### src/sv/owbm_pkg.sv
// Package for the 1-Wire bus master: operation codes, phase encoding,
// register indexes, the timing register bundle and small helper functions.
// Depends on nothing; used by every module of the block but owbm_checker.
package owbm_pkg;

    // Operation codes carried by each tick request
    localparam logic [1:0] OP_NONE  = 2'd0;
    localparam logic [1:0] OP_RESET = 2'd1;
    localparam logic [1:0] OP_WRITE = 2'd2;
    localparam logic [1:0] OP_READ  = 2'd3;

    // Configuration register indexes
    localparam int unsigned CFG_IDX_W = 3;
    localparam logic [CFG_IDX_W-1:0] REG_RESET_LOW     = 3'd0;
    localparam logic [CFG_IDX_W-1:0] REG_PRESENCE_SMP  = 3'd1;
    localparam logic [CFG_IDX_W-1:0] REG_RESET_RECOV   = 3'd2;
    localparam logic [CFG_IDX_W-1:0] REG_SLOT_LOW      = 3'd3;
    localparam logic [CFG_IDX_W-1:0] REG_READ_SMP      = 3'd4;
    localparam logic [CFG_IDX_W-1:0] REG_SLOT_TICKS    = 3'd5;

    localparam int unsigned CFG_DATA_W = 10;

    // Register defaults
    localparam logic [9:0] DEF_RESET_LOW    = 10'd500;
    localparam logic [9:0] DEF_PRESENCE_SMP = 10'd30;
    localparam logic [9:0] DEF_RESET_RECOV  = 10'd300;
    localparam logic [5:0] DEF_SLOT_LOW     = 6'd6;
    localparam logic [5:0] DEF_READ_SMP     = 6'd12;
    localparam logic [6:0] DEF_SLOT_TICKS   = 7'd46;

    // Reset sub-stages held in the bit index during a bus reset
    localparam logic [2:0] RST_STAGE_LOW    = 3'd0;
    localparam logic [2:0] RST_STAGE_SAMPLE = 3'd1;
    localparam logic [2:0] RST_STAGE_RECOV  = 3'd2;

    localparam logic [2:0] LAST_BIT = 3'd7;

    typedef enum logic [3:0] {
        PH_IDLE  = 4'b0001,
        PH_RESET = 4'b0010,
        PH_WRITE = 4'b0100,
        PH_READ  = 4'b1000
    } phase_t;

    typedef struct packed {
        logic [9:0] reset_low_ticks;
        logic [9:0] presence_sample_tick;
        logic [9:0] reset_recovery_ticks;
        logic [5:0] slot_low_ticks;
        logic [5:0] read_sample_tick;
        logic [6:0] slot_ticks;
    } cfg_t;

    // Treat a zero interval as one tick
    function automatic logic [9:0] min_one10(input logic [9:0] v);
        return (v == 10'd0) ? 10'd1 : v;
    endfunction

    function automatic logic [6:0] min_one7(input logic [6:0] v);
        return (v == 7'd0) ? 7'd1 : v;
    endfunction

endpackage

### src/sv/owbm_cfg.sv
// Timing register file of the 1-Wire bus master.
// Depends on owbm_pkg for register indexes, defaults and the cfg_t bundle.
module owbm_cfg (
    input  logic                              aclk,
    input  logic                              aresetn,
    input  logic                              cfg_we,
    input  logic [owbm_pkg::CFG_IDX_W-1:0]    cfg_index,
    input  logic [owbm_pkg::CFG_DATA_W-1:0]   cfg_wdata,
    output owbm_pkg::cfg_t                    cfg
);

    owbm_pkg::cfg_t cfg_reg;

    // Load defaults on reset, then take writes by index
    always_ff @(posedge aclk) begin
        if (!aresetn) begin
            cfg_reg.reset_low_ticks      <= owbm_pkg::DEF_RESET_LOW;
            cfg_reg.presence_sample_tick <= owbm_pkg::DEF_PRESENCE_SMP;
            cfg_reg.reset_recovery_ticks <= owbm_pkg::DEF_RESET_RECOV;
            cfg_reg.slot_low_ticks       <= owbm_pkg::DEF_SLOT_LOW;
            cfg_reg.read_sample_tick     <= owbm_pkg::DEF_READ_SMP;
            cfg_reg.slot_ticks           <= owbm_pkg::DEF_SLOT_TICKS;
        end else if (cfg_we) begin
            unique case (cfg_index)
                owbm_pkg::REG_RESET_LOW:    cfg_reg.reset_low_ticks      <= cfg_wdata;
                owbm_pkg::REG_PRESENCE_SMP: cfg_reg.presence_sample_tick <= cfg_wdata;
                owbm_pkg::REG_RESET_RECOV:  cfg_reg.reset_recovery_ticks <= cfg_wdata;
                owbm_pkg::REG_SLOT_LOW:     cfg_reg.slot_low_ticks       <= cfg_wdata[5:0];
                owbm_pkg::REG_READ_SMP:     cfg_reg.read_sample_tick     <= cfg_wdata[5:0];
                owbm_pkg::REG_SLOT_TICKS:   cfg_reg.slot_ticks           <= cfg_wdata[6:0];
                default: ;
            endcase
        end
    end

    assign cfg = cfg_reg;

endmodule

### src/sv/owbm_core.sv
// Tick engine of the 1-Wire bus master: input register, one step of the
// bus sequencer per tick, and the result register toward the receiver.
// Depends on owbm_pkg for codes, the phase type and the cfg_t bundle.
module owbm_core (
    input  logic            aclk,
    input  logic            aresetn,
    input  owbm_pkg::cfg_t  cfg,
    input  logic            s_valid,
    output logic            s_ready,
    input  logic [1:0]      s_operation,
    input  logic [7:0]      s_write_data,
    input  logic            s_line_in,
    output logic            m_valid,
    input  logic            m_ready,
    output logic            m_drive_low,
    output logic            m_busy_res,
    output logic            m_done_res,
    output logic            m_no_presence,
    output logic [7:0]      m_read_byte
);

    // Input stage
    logic        in_valid_reg;
    logic [1:0]  in_op_reg;
    logic [7:0]  in_wdata_reg;
    logic        in_line_reg;

    // Sequencer state
    owbm_pkg::phase_t phase_reg, phase_next;
    logic [9:0]  tick_reg, tick_next;
    logic [2:0]  bit_reg, bit_next;
    logic [7:0]  shift_reg, shift_next;
    logic        presence_reg, presence_next;
    logic [7:0]  last_read_reg, last_read_next;

    // Result stage
    logic        out_valid_reg;
    logic        out_drive_reg;
    logic        out_busy_reg;
    logic        out_done_reg;
    logic        out_presence_reg;
    logic [7:0]  out_read_reg;

    logic        drive_next;
    logic        done_next;
    logic        advance;

    // Move a request on when the result slot is free or being emptied
    assign advance = in_valid_reg && (!out_valid_reg || m_ready);
    assign s_ready = !in_valid_reg || advance;

    // One tick of the bus sequencer
    always_comb begin
        owbm_pkg::phase_t ph;
        logic [9:0]  tc;
        logic [2:0]  bi;
        logic [7:0]  sb;
        logic [10:0] tc_inc;
        logic [6:0]  len;
        logic [6:0]  when_smp;
        logic        bit_val;
        logic        slot_end;

        ph         = phase_reg;
        tc         = tick_reg;
        bi         = bit_reg;
        sb         = shift_reg;
        presence_next  = presence_reg;
        last_read_next = last_read_reg;
        drive_next = 1'b0;
        done_next  = 1'b0;
        slot_end   = 1'b0;

        // Start a command only from idle
        if (ph == owbm_pkg::PH_IDLE && in_op_reg != owbm_pkg::OP_NONE) begin
            unique case (in_op_reg)
                owbm_pkg::OP_RESET: ph = owbm_pkg::PH_RESET;
                owbm_pkg::OP_WRITE: ph = owbm_pkg::PH_WRITE;
                owbm_pkg::OP_READ:  ph = owbm_pkg::PH_READ;
                default:            ph = owbm_pkg::PH_IDLE;
            endcase
            tc = 10'd0;
            bi = 3'd0;
            sb = (in_op_reg == owbm_pkg::OP_WRITE) ? in_wdata_reg : 8'd0;
        end

        tc_inc   = {1'b0, tc} + 11'd1;
        len      = owbm_pkg::min_one7(cfg.slot_ticks);
        when_smp = ({1'b0, cfg.read_sample_tick} < len) ?
                   {1'b0, cfg.read_sample_tick} : (len - 7'd1);
        bit_val  = sb[bi];

        unique case (ph)
            owbm_pkg::PH_RESET: begin
                tc = tc_inc[9:0];
                if (bi == owbm_pkg::RST_STAGE_LOW) begin
                    drive_next = 1'b1;
                    if (tc_inc >= {1'b0, owbm_pkg::min_one10(cfg.reset_low_ticks)}) begin
                        bi = owbm_pkg::RST_STAGE_SAMPLE;
                        tc = 10'd0;
                    end
                end else if (bi == owbm_pkg::RST_STAGE_SAMPLE) begin
                    if (tc_inc >=
                        {1'b0, owbm_pkg::min_one10(cfg.presence_sample_tick)}) begin
                        presence_next = in_line_reg;
                        bi = owbm_pkg::RST_STAGE_RECOV;
                        tc = 10'd0;
                    end
                end else begin
                    if (tc_inc >=
                        {1'b0, owbm_pkg::min_one10(cfg.reset_recovery_ticks)}) begin
                        bi = owbm_pkg::RST_STAGE_LOW;
                        tc = 10'd0;
                        done_next = 1'b1;
                    end
                end
            end
            owbm_pkg::PH_WRITE: begin
                if (tc < {4'd0, cfg.slot_low_ticks}) begin
                    drive_next = 1'b1;
                end else if (!bit_val && tc_inc < {4'd0, len}) begin
                    drive_next = 1'b1;
                end
                tc = tc_inc[9:0];
                slot_end = (tc_inc >= {4'd0, len});
            end
            owbm_pkg::PH_READ: begin
                if (tc < {4'd0, cfg.slot_low_ticks}) begin
                    drive_next = 1'b1;
                end
                if (tc == {3'd0, when_smp}) begin
                    sb = {in_line_reg, sb[7:1]};
                end
                tc = tc_inc[9:0];
                slot_end = (tc_inc >= {4'd0, len});
            end
            default: ;
        endcase

        // Close the bit slot and step to the next bit
        if (slot_end) begin
            tc = 10'd0;
            if (bi == owbm_pkg::LAST_BIT) begin
                bi = 3'd0;
                done_next = 1'b1;
                if (ph == owbm_pkg::PH_READ) begin
                    last_read_next = sb;
                end
            end else begin
                bi = bi + 3'd1;
            end
        end

        if (done_next) begin
            ph = owbm_pkg::PH_IDLE;
        end

        phase_next = ph;
        tick_next  = tc;
        bit_next   = bi;
        shift_next = sb;
    end

    // Input register
    always_ff @(posedge aclk) begin
        if (!aresetn) begin
            in_valid_reg <= 1'b0;
        end else if (s_ready) begin
            in_valid_reg <= s_valid;
        end
    end

    always_ff @(posedge aclk) begin
        if (s_ready && s_valid) begin
            in_op_reg    <= s_operation;
            in_wdata_reg <= s_write_data;
            in_line_reg  <= s_line_in;
        end
    end

    // Sequencer state, advanced once per request
    always_ff @(posedge aclk) begin
        if (!aresetn) begin
            phase_reg     <= owbm_pkg::PH_IDLE;
            tick_reg      <= 10'd0;
            bit_reg       <= 3'd0;
            shift_reg     <= 8'd0;
            presence_reg  <= 1'b1;
            last_read_reg <= 8'd0;
        end else if (advance) begin
            phase_reg     <= phase_next;
            tick_reg      <= tick_next;
            bit_reg       <= bit_next;
            shift_reg     <= shift_next;
            presence_reg  <= presence_next;
            last_read_reg <= last_read_next;
        end
    end

    // Result register
    always_ff @(posedge aclk) begin
        if (!aresetn) begin
            out_valid_reg <= 1'b0;
        end else if (advance) begin
            out_valid_reg <= 1'b1;
        end else if (m_ready) begin
            out_valid_reg <= 1'b0;
        end
    end

    always_ff @(posedge aclk) begin
        if (advance) begin
            out_drive_reg    <= drive_next;
            out_busy_reg     <= (phase_next != owbm_pkg::PH_IDLE);
            out_done_reg     <= done_next;
            out_presence_reg <= presence_next;
            out_read_reg     <= last_read_next;
        end
    end

    assign m_valid       = out_valid_reg;
    assign m_drive_low   = out_drive_reg;
    assign m_busy_res    = out_busy_reg;
    assign m_done_res    = out_done_reg;
    assign m_no_presence = out_presence_reg;
    assign m_read_byte   = out_read_reg;

endmodule

### src/sv/one_wire_bus_master.sv
// 1-Wire bus master, top level.
// Usage: each request on the s_ channel is one microsecond tick. It carries
// the sampled bus level (s_line_in) and, while the master is idle, a command
// (s_operation: none, bus reset, write byte, read byte; s_write_data for a
// write). Commands that arrive while a command runs are dropped. The tick
// that takes a command is already its first tick.
// Every request yields exactly one result on the m_ channel: the line drive
// for that tick (m_drive_low; the master only pulls low or releases), busy and
// done flags, the presence result of the last bus reset and the last byte read.
// A request passes the input register, then the result register; the
// sequencer step sits between them. Throughput: one request per cycle while
// m_ready holds high, set by the combinational sequencer step.
// Stall: while m_ready is low the result holds and one more request can
// wait in the input register; after that s_ready drops.
// Reset (aresetn, synchronous, low): both stages empty, sequencer idle, timing
// registers at their defaults, presence reads as no device, read byte zero.
// User writes timing registers via cfg_we/cfg_index/cfg_wdata only while idle;
// the block does not enforce it. Depends on owbm_pkg, owbm_cfg and owbm_core.
module one_wire_bus_master (
    input  logic                              aclk,
    input  logic                              aresetn,
    input  logic                              cfg_we,
    input  logic [owbm_pkg::CFG_IDX_W-1:0]    cfg_index,
    input  logic [owbm_pkg::CFG_DATA_W-1:0]   cfg_wdata,
    input  logic                              s_valid,
    output logic                              s_ready,
    input  logic [1:0]                        s_operation,
    input  logic [7:0]                        s_write_data,
    input  logic                              s_line_in,
    output logic                              m_valid,
    input  logic                              m_ready,
    output logic                              m_drive_low,
    output logic                              m_busy_res,
    output logic                              m_done_res,
    output logic                              m_no_presence,
    output logic [7:0]                        m_read_byte
);

    owbm_pkg::cfg_t cfg;

    // Timing registers
    owbm_cfg u_cfg (
        .aclk      (aclk),
        .aresetn   (aresetn),
        .cfg_we    (cfg_we),
        .cfg_index (cfg_index),
        .cfg_wdata (cfg_wdata),
        .cfg       (cfg)
    );

    // Tick engine
    owbm_core u_core (
        .aclk          (aclk),
        .aresetn       (aresetn),
        .cfg           (cfg),
        .s_valid       (s_valid),
        .s_ready       (s_ready),
        .s_operation   (s_operation),
        .s_write_data  (s_write_data),
        .s_line_in     (s_line_in),
        .m_valid       (m_valid),
        .m_ready       (m_ready),
        .m_drive_low   (m_drive_low),
        .m_busy_res    (m_busy_res),
        .m_done_res    (m_done_res),
        .m_no_presence (m_no_presence),
        .m_read_byte   (m_read_byte)
    );

endmodule

### config.mk
export PLATFORM = sky130hd
export DESIGN_NAME = one_wire_bus_master
export DESIGN_NICKNAME = d
export VERILOG_FILES = /design/src/sv/owbm_pkg.sv /design/src/sv/owbm_cfg.sv /design/src/sv/owbm_core.sv /design/src/sv/one_wire_bus_master.sv
export SDC_FILE = /design/constraint.sdc
export NUM_CORES = 1
export LEC_CHECK = 0
export CAP_MARGIN = 20
export CORE_MARGIN = 4
export CORE_UTILIZATION = 55
export CTS_CLUSTER_DIAMETER = 60
export DETAILED_ROUTE_END_ITERATION = 6
export DONT_BUFFER_PORTS = 1
export PLACE_DENSITY = 0.8
export SKIP_CTS_REPAIR_TIMING = 1
export SYNTH_ARGS = -nofsm -noshare
export SYNTH_HDL_FRONTEND = slang
export SYNTH_SLANG_ARGS = --single-unit
export TNS_END_PERCENT = 20
### constraint.sdc
create_clock -name aclk -period 13.9 [get_ports aclk]
set_input_delay 3.475 -clock aclk [delete_from_list [all_inputs] [get_ports aclk]]
set_output_delay 3.475 -clock aclk [all_outputs]
set_load 0.02 [all_outputs]
Word-level counts from Yosys, hierarchy flattened
Index checks and enable logic that the tools add are counted.

cells by class
  equal/unequal tests = 16
  muxes and demuxes = 52
  magnitude comparators = 8
  reductions and logical operators = 24
  add/sub/neg operators = 3

operators with widths
  kind                     number
  $mux W10                 10
  $mux W8                  7
  $ge A11 B10 Y1           3
  $logic_not A10 Y1        3
  $mux W3                  9
  $pmux W10 S2             1
  $mux W1                  18
  $mux W7                  2
  $pmux W4 S3              1
  $reduce_and A2 Y1        6
  $add A10 B1 Y11 const B  1
  $ge A11 B7 Y1            1
  $lt A11 B7 Y1            1
  $eq A10 B7 Y1            1
  $lt A10 B6 Y1            1
  $eq A3 B3 Y1 const B     3
  $mux W4                  2
  $logic_not A7 Y1         1
  $lt A6 B7 Y1             1
  $sub A7 B1 Y7 const B    1
  $eq A3 B1 Y1 const B     2
  $eq A3 B2 Y1 const B     2
  $logic_not A3 Y1         2
  $eq A2 B2 Y1 const B     2
  15 further kinds         22

storage, ports and cells
  bits of input ports = 29
  word-level logic and storage cells = 125
  register bits = 108
  output and inout port bits = 14

Depth between registers and ports, before layout
  word-level depth = 14
  mapped depth = 26
  depth with buffers taken out = 20

Modules after synthesis
Synthesis repeated with hierarchy kept, for this count alone.

second synthesis, totals
  cell total of the unflattened synthesis = 771
  area total of the unflattened synthesis = 6,806.5 um^2

modules (own cells, without submodules)
  module     cells an instance  area an instance (um^2)  sequential area each (um^2)  instances
  owbm_core  586                4,873.4                  1,411.4                      1
  owbm_cfg   185                1,933.1                  980.9                        1

Least setup slack after synthesis
Ideal clock, no wire load.

  path type = input -> output
  from = input m_ready
  to = output s_ready
  stages on the path = 2
  setup slack = 6.598 ns
  buffers on the path = 0
  arrival time = 3.827 ns
  path through = nor2b_1 > nand2_1

on the way
  word-level cells in the longest chain between the ends = 3

ends and longest elaborated chain
  what                 line                       RTL
  start: declaration   one_wire_bus_master.sv:31  input logic m_ready,
  $logic_or A1 B1 Y1   owbm_core.sv:49            assign advance = in_valid_reg && (!out_valid_reg || m_ready);
  $logic_and A1 B1 Y1  owbm_core.sv:49
  $logic_or A1 B1 Y1   owbm_core.sv:50            assign s_ready = !in_valid_reg || advance;
  end: declaration     one_wire_bus_master.sv:26  output logic s_ready,

No other way between the ends.

Final worst setup path
Ends and elaborated chain as after synthesis.

==> impl_metrics.yaml <==
run_status:
  status: "finished clean"
setup_path:
  cp_slowest_cell: "nor2b_1"
  critPathMaxFanout: 4
  crit_path_start_kind: "input port"
  worstPathCellList: "nor2b_1, nand2_1"
  setup.worst_path.end_class: "output pin"
  crit_required_ps: 10430
  crit_family: "simple AND/OR/NAND/NOR gates"
  arrival_ps: 3940
  slowest_delay_ps: 230
  crit_type: "in2out"
  critPathBufInv: 0
timing:
  drv_slew: 0
  worst_slew_pin_slew_ps: 883
  timing.clock.skew_ps: 7.42
  maxSlewHeadroom: 0.409
  rsz0062_at_grt: "no"
  finalCritPeriodShare: 0.533
  max_freq_mhz: 135
  layout_min_cycle_time_ps: 7410
  hold_violations: 0
  setup_viol: 0
  fin_tns_setup_ps: 0
synth:
  syn_area_per_cell_um2: 8.45
  ys_types: 77
  syn_inst: 771
  yosysSeqAreaShare: 0.367
  synth_flop_cell: "dfxtp_1"
  ys_ff_latch: 108
  synth_edf_count: 23
  synth-async-reset-ratio: 0
  syn_area_um2: 6510
  synth_fp_nets: 840
  yosys_warnings: 0
cells_and_area:
  final_common_cell: "nand2_1"
  drive_gt1_frac: 0.0582
  layout.nets: 820
  largest_reg_flops: 49
  final_area_um2: 6870
  final_cell_mix: "nand2_1 (118), dfxtp_1 (85), inv_1 (51)"
  final_util: 0.597
  syn_to_final_growth_pct: 5.51
  num_antenna_cells: 0
die:
  fp.dieW_um: 117
  initial_core_util: 0.566
  io_pins: 43
  core.rowCount: 39
  design.die.area_um2: 13600
  fp.coreArea_um2: 11500
  die_h_um: 117
clock_tree:
  cts_buffer_depth: 2
  clk_pin_slew_ps: 70
  clock_latency_ps: 360
  root_buffer: "clkbuf_16"
  cts_sinks: 108
  cts_inserted_buffers: 9
  cts_tree: "done"
  cts_max_level: 3
route:
  wl_per_cell_um: 19.4
  post-route-drc-count: 0
  ant_nets: 0
  wirelength_um: 17400
  viasPerCell: 6.54
  dr.pass1.iters: 6
  dr.first_iter.drc_count: 570
  vias: 5883
global_route:
  antenna_found_initial: 0
  grt_pass1_wl_um: 28000
  grt_max_degree: 36
  grt_pass1_vias: 5504
  grt_overflow: 0
  grt.total_usage: 0.261
power:
  p_total_uw: 666
  leakage_uw: 0.00268
  cellPowerDensity_nw_per_um2: 96.9
  ir_worst_vdd_v: 0.0000782
hold_path:
  hold_path_class: "reg2reg"
place:
  dpl.hpwl_um: 13000
  post_dp_cell_area_um2: 6540
  portBuffers: 0
  place_congestion: 0.901
run:
  maxCapViolations: 0
==> layer usage <==
| layer | wire length (um) | global-route usage | up-vias |
|---|---|---|---|
| met4 | 453 | 0.103 | 0 |
| li1 | - | - | 2763 |
| met1 | 7340 | 0.348 | 2807 |
| met3 | 1350 | 0.0406 | 40 |
| met2 | 8300 | 0.428 | 273 |
| met5 | 0 | 0 | - |
==> stage by stage <==
| step | worst slack, ps | std cells | hold WS [ps] |
|---|---|---|---|
| final | 6490 | 899 | 455 |
| after global routing | 6480 | 899 | 476 |
| after CTS | 6520 | 898 | 456 |
| after detailed placement | 6520 | 882 | 439 |
| after global placement | 6570 | 882 | 433 |
| after floorplan | 6600 | 771 | 425 |
==> worst paths after layout <==
path,slack (ps),from,to,cells after the start
max,6490,m_ready,s_ready,2
min,450,u_core.last_read_reg[0],u_core.last_read_reg[0],2
max reg2reg,7200,u_core.phase_reg[0],u_core.last_read_reg[2],18
min reg2reg,450,u_core.last_read_reg[0],u_core.last_read_reg[0],2
==> synth_stat cells, types with 15 or more instances <==
cell	count	area, um2
nand2_1	118	443
dfxtp_1	85	1700
inv_1	51	191
a21oi_1	50	250
nor2_1	47	176
ha_1	40	500
o21ai_0	32	160
o211ai_1	29	218
nand3_1	28	140
edfxtp_1	23	691
mux2i_1	23	230
clkbuf_1	15	56.3
==> cell type report <==
| cell class | instances | area (um2) |
|---|---|---|
| fill | 1005 | 4640 |
| multi-input combinational | 575 | 3750 |
| sequential | 108 | 2390 |
| clock buffer | 9 | 225 |
| inverter | 53 | 199 |
| tap | 143 | 179 |
| clock inverter | 7 | 75.1 |
| timing repair buffer | 4 | 50.0 |
==> where the power goes <==
part | switching [uW] | internal [uW]
logic | 41.7 | 19.1
registers | 9.95 | 329
clock network | 125 | 141
total | 176 | 489
==> kinds of logic (layout without fill, tap and decap cells) <==
logic type / Yosys count / count (layout) / synth area share
compound gates: 204 / 204 / 0.213
xor+xnor: 18 / 18 / 0.0242
fa+ha+maj: 42 / 42 / 0.0801
buf+inv: 88 / 73 / 0.0567
flops: 108 / 108 / 0.367
mux: 33 / 33 / 0.0544
simple gates: 278 / 278 / 0.205
(Power assumes the default switching activity.)
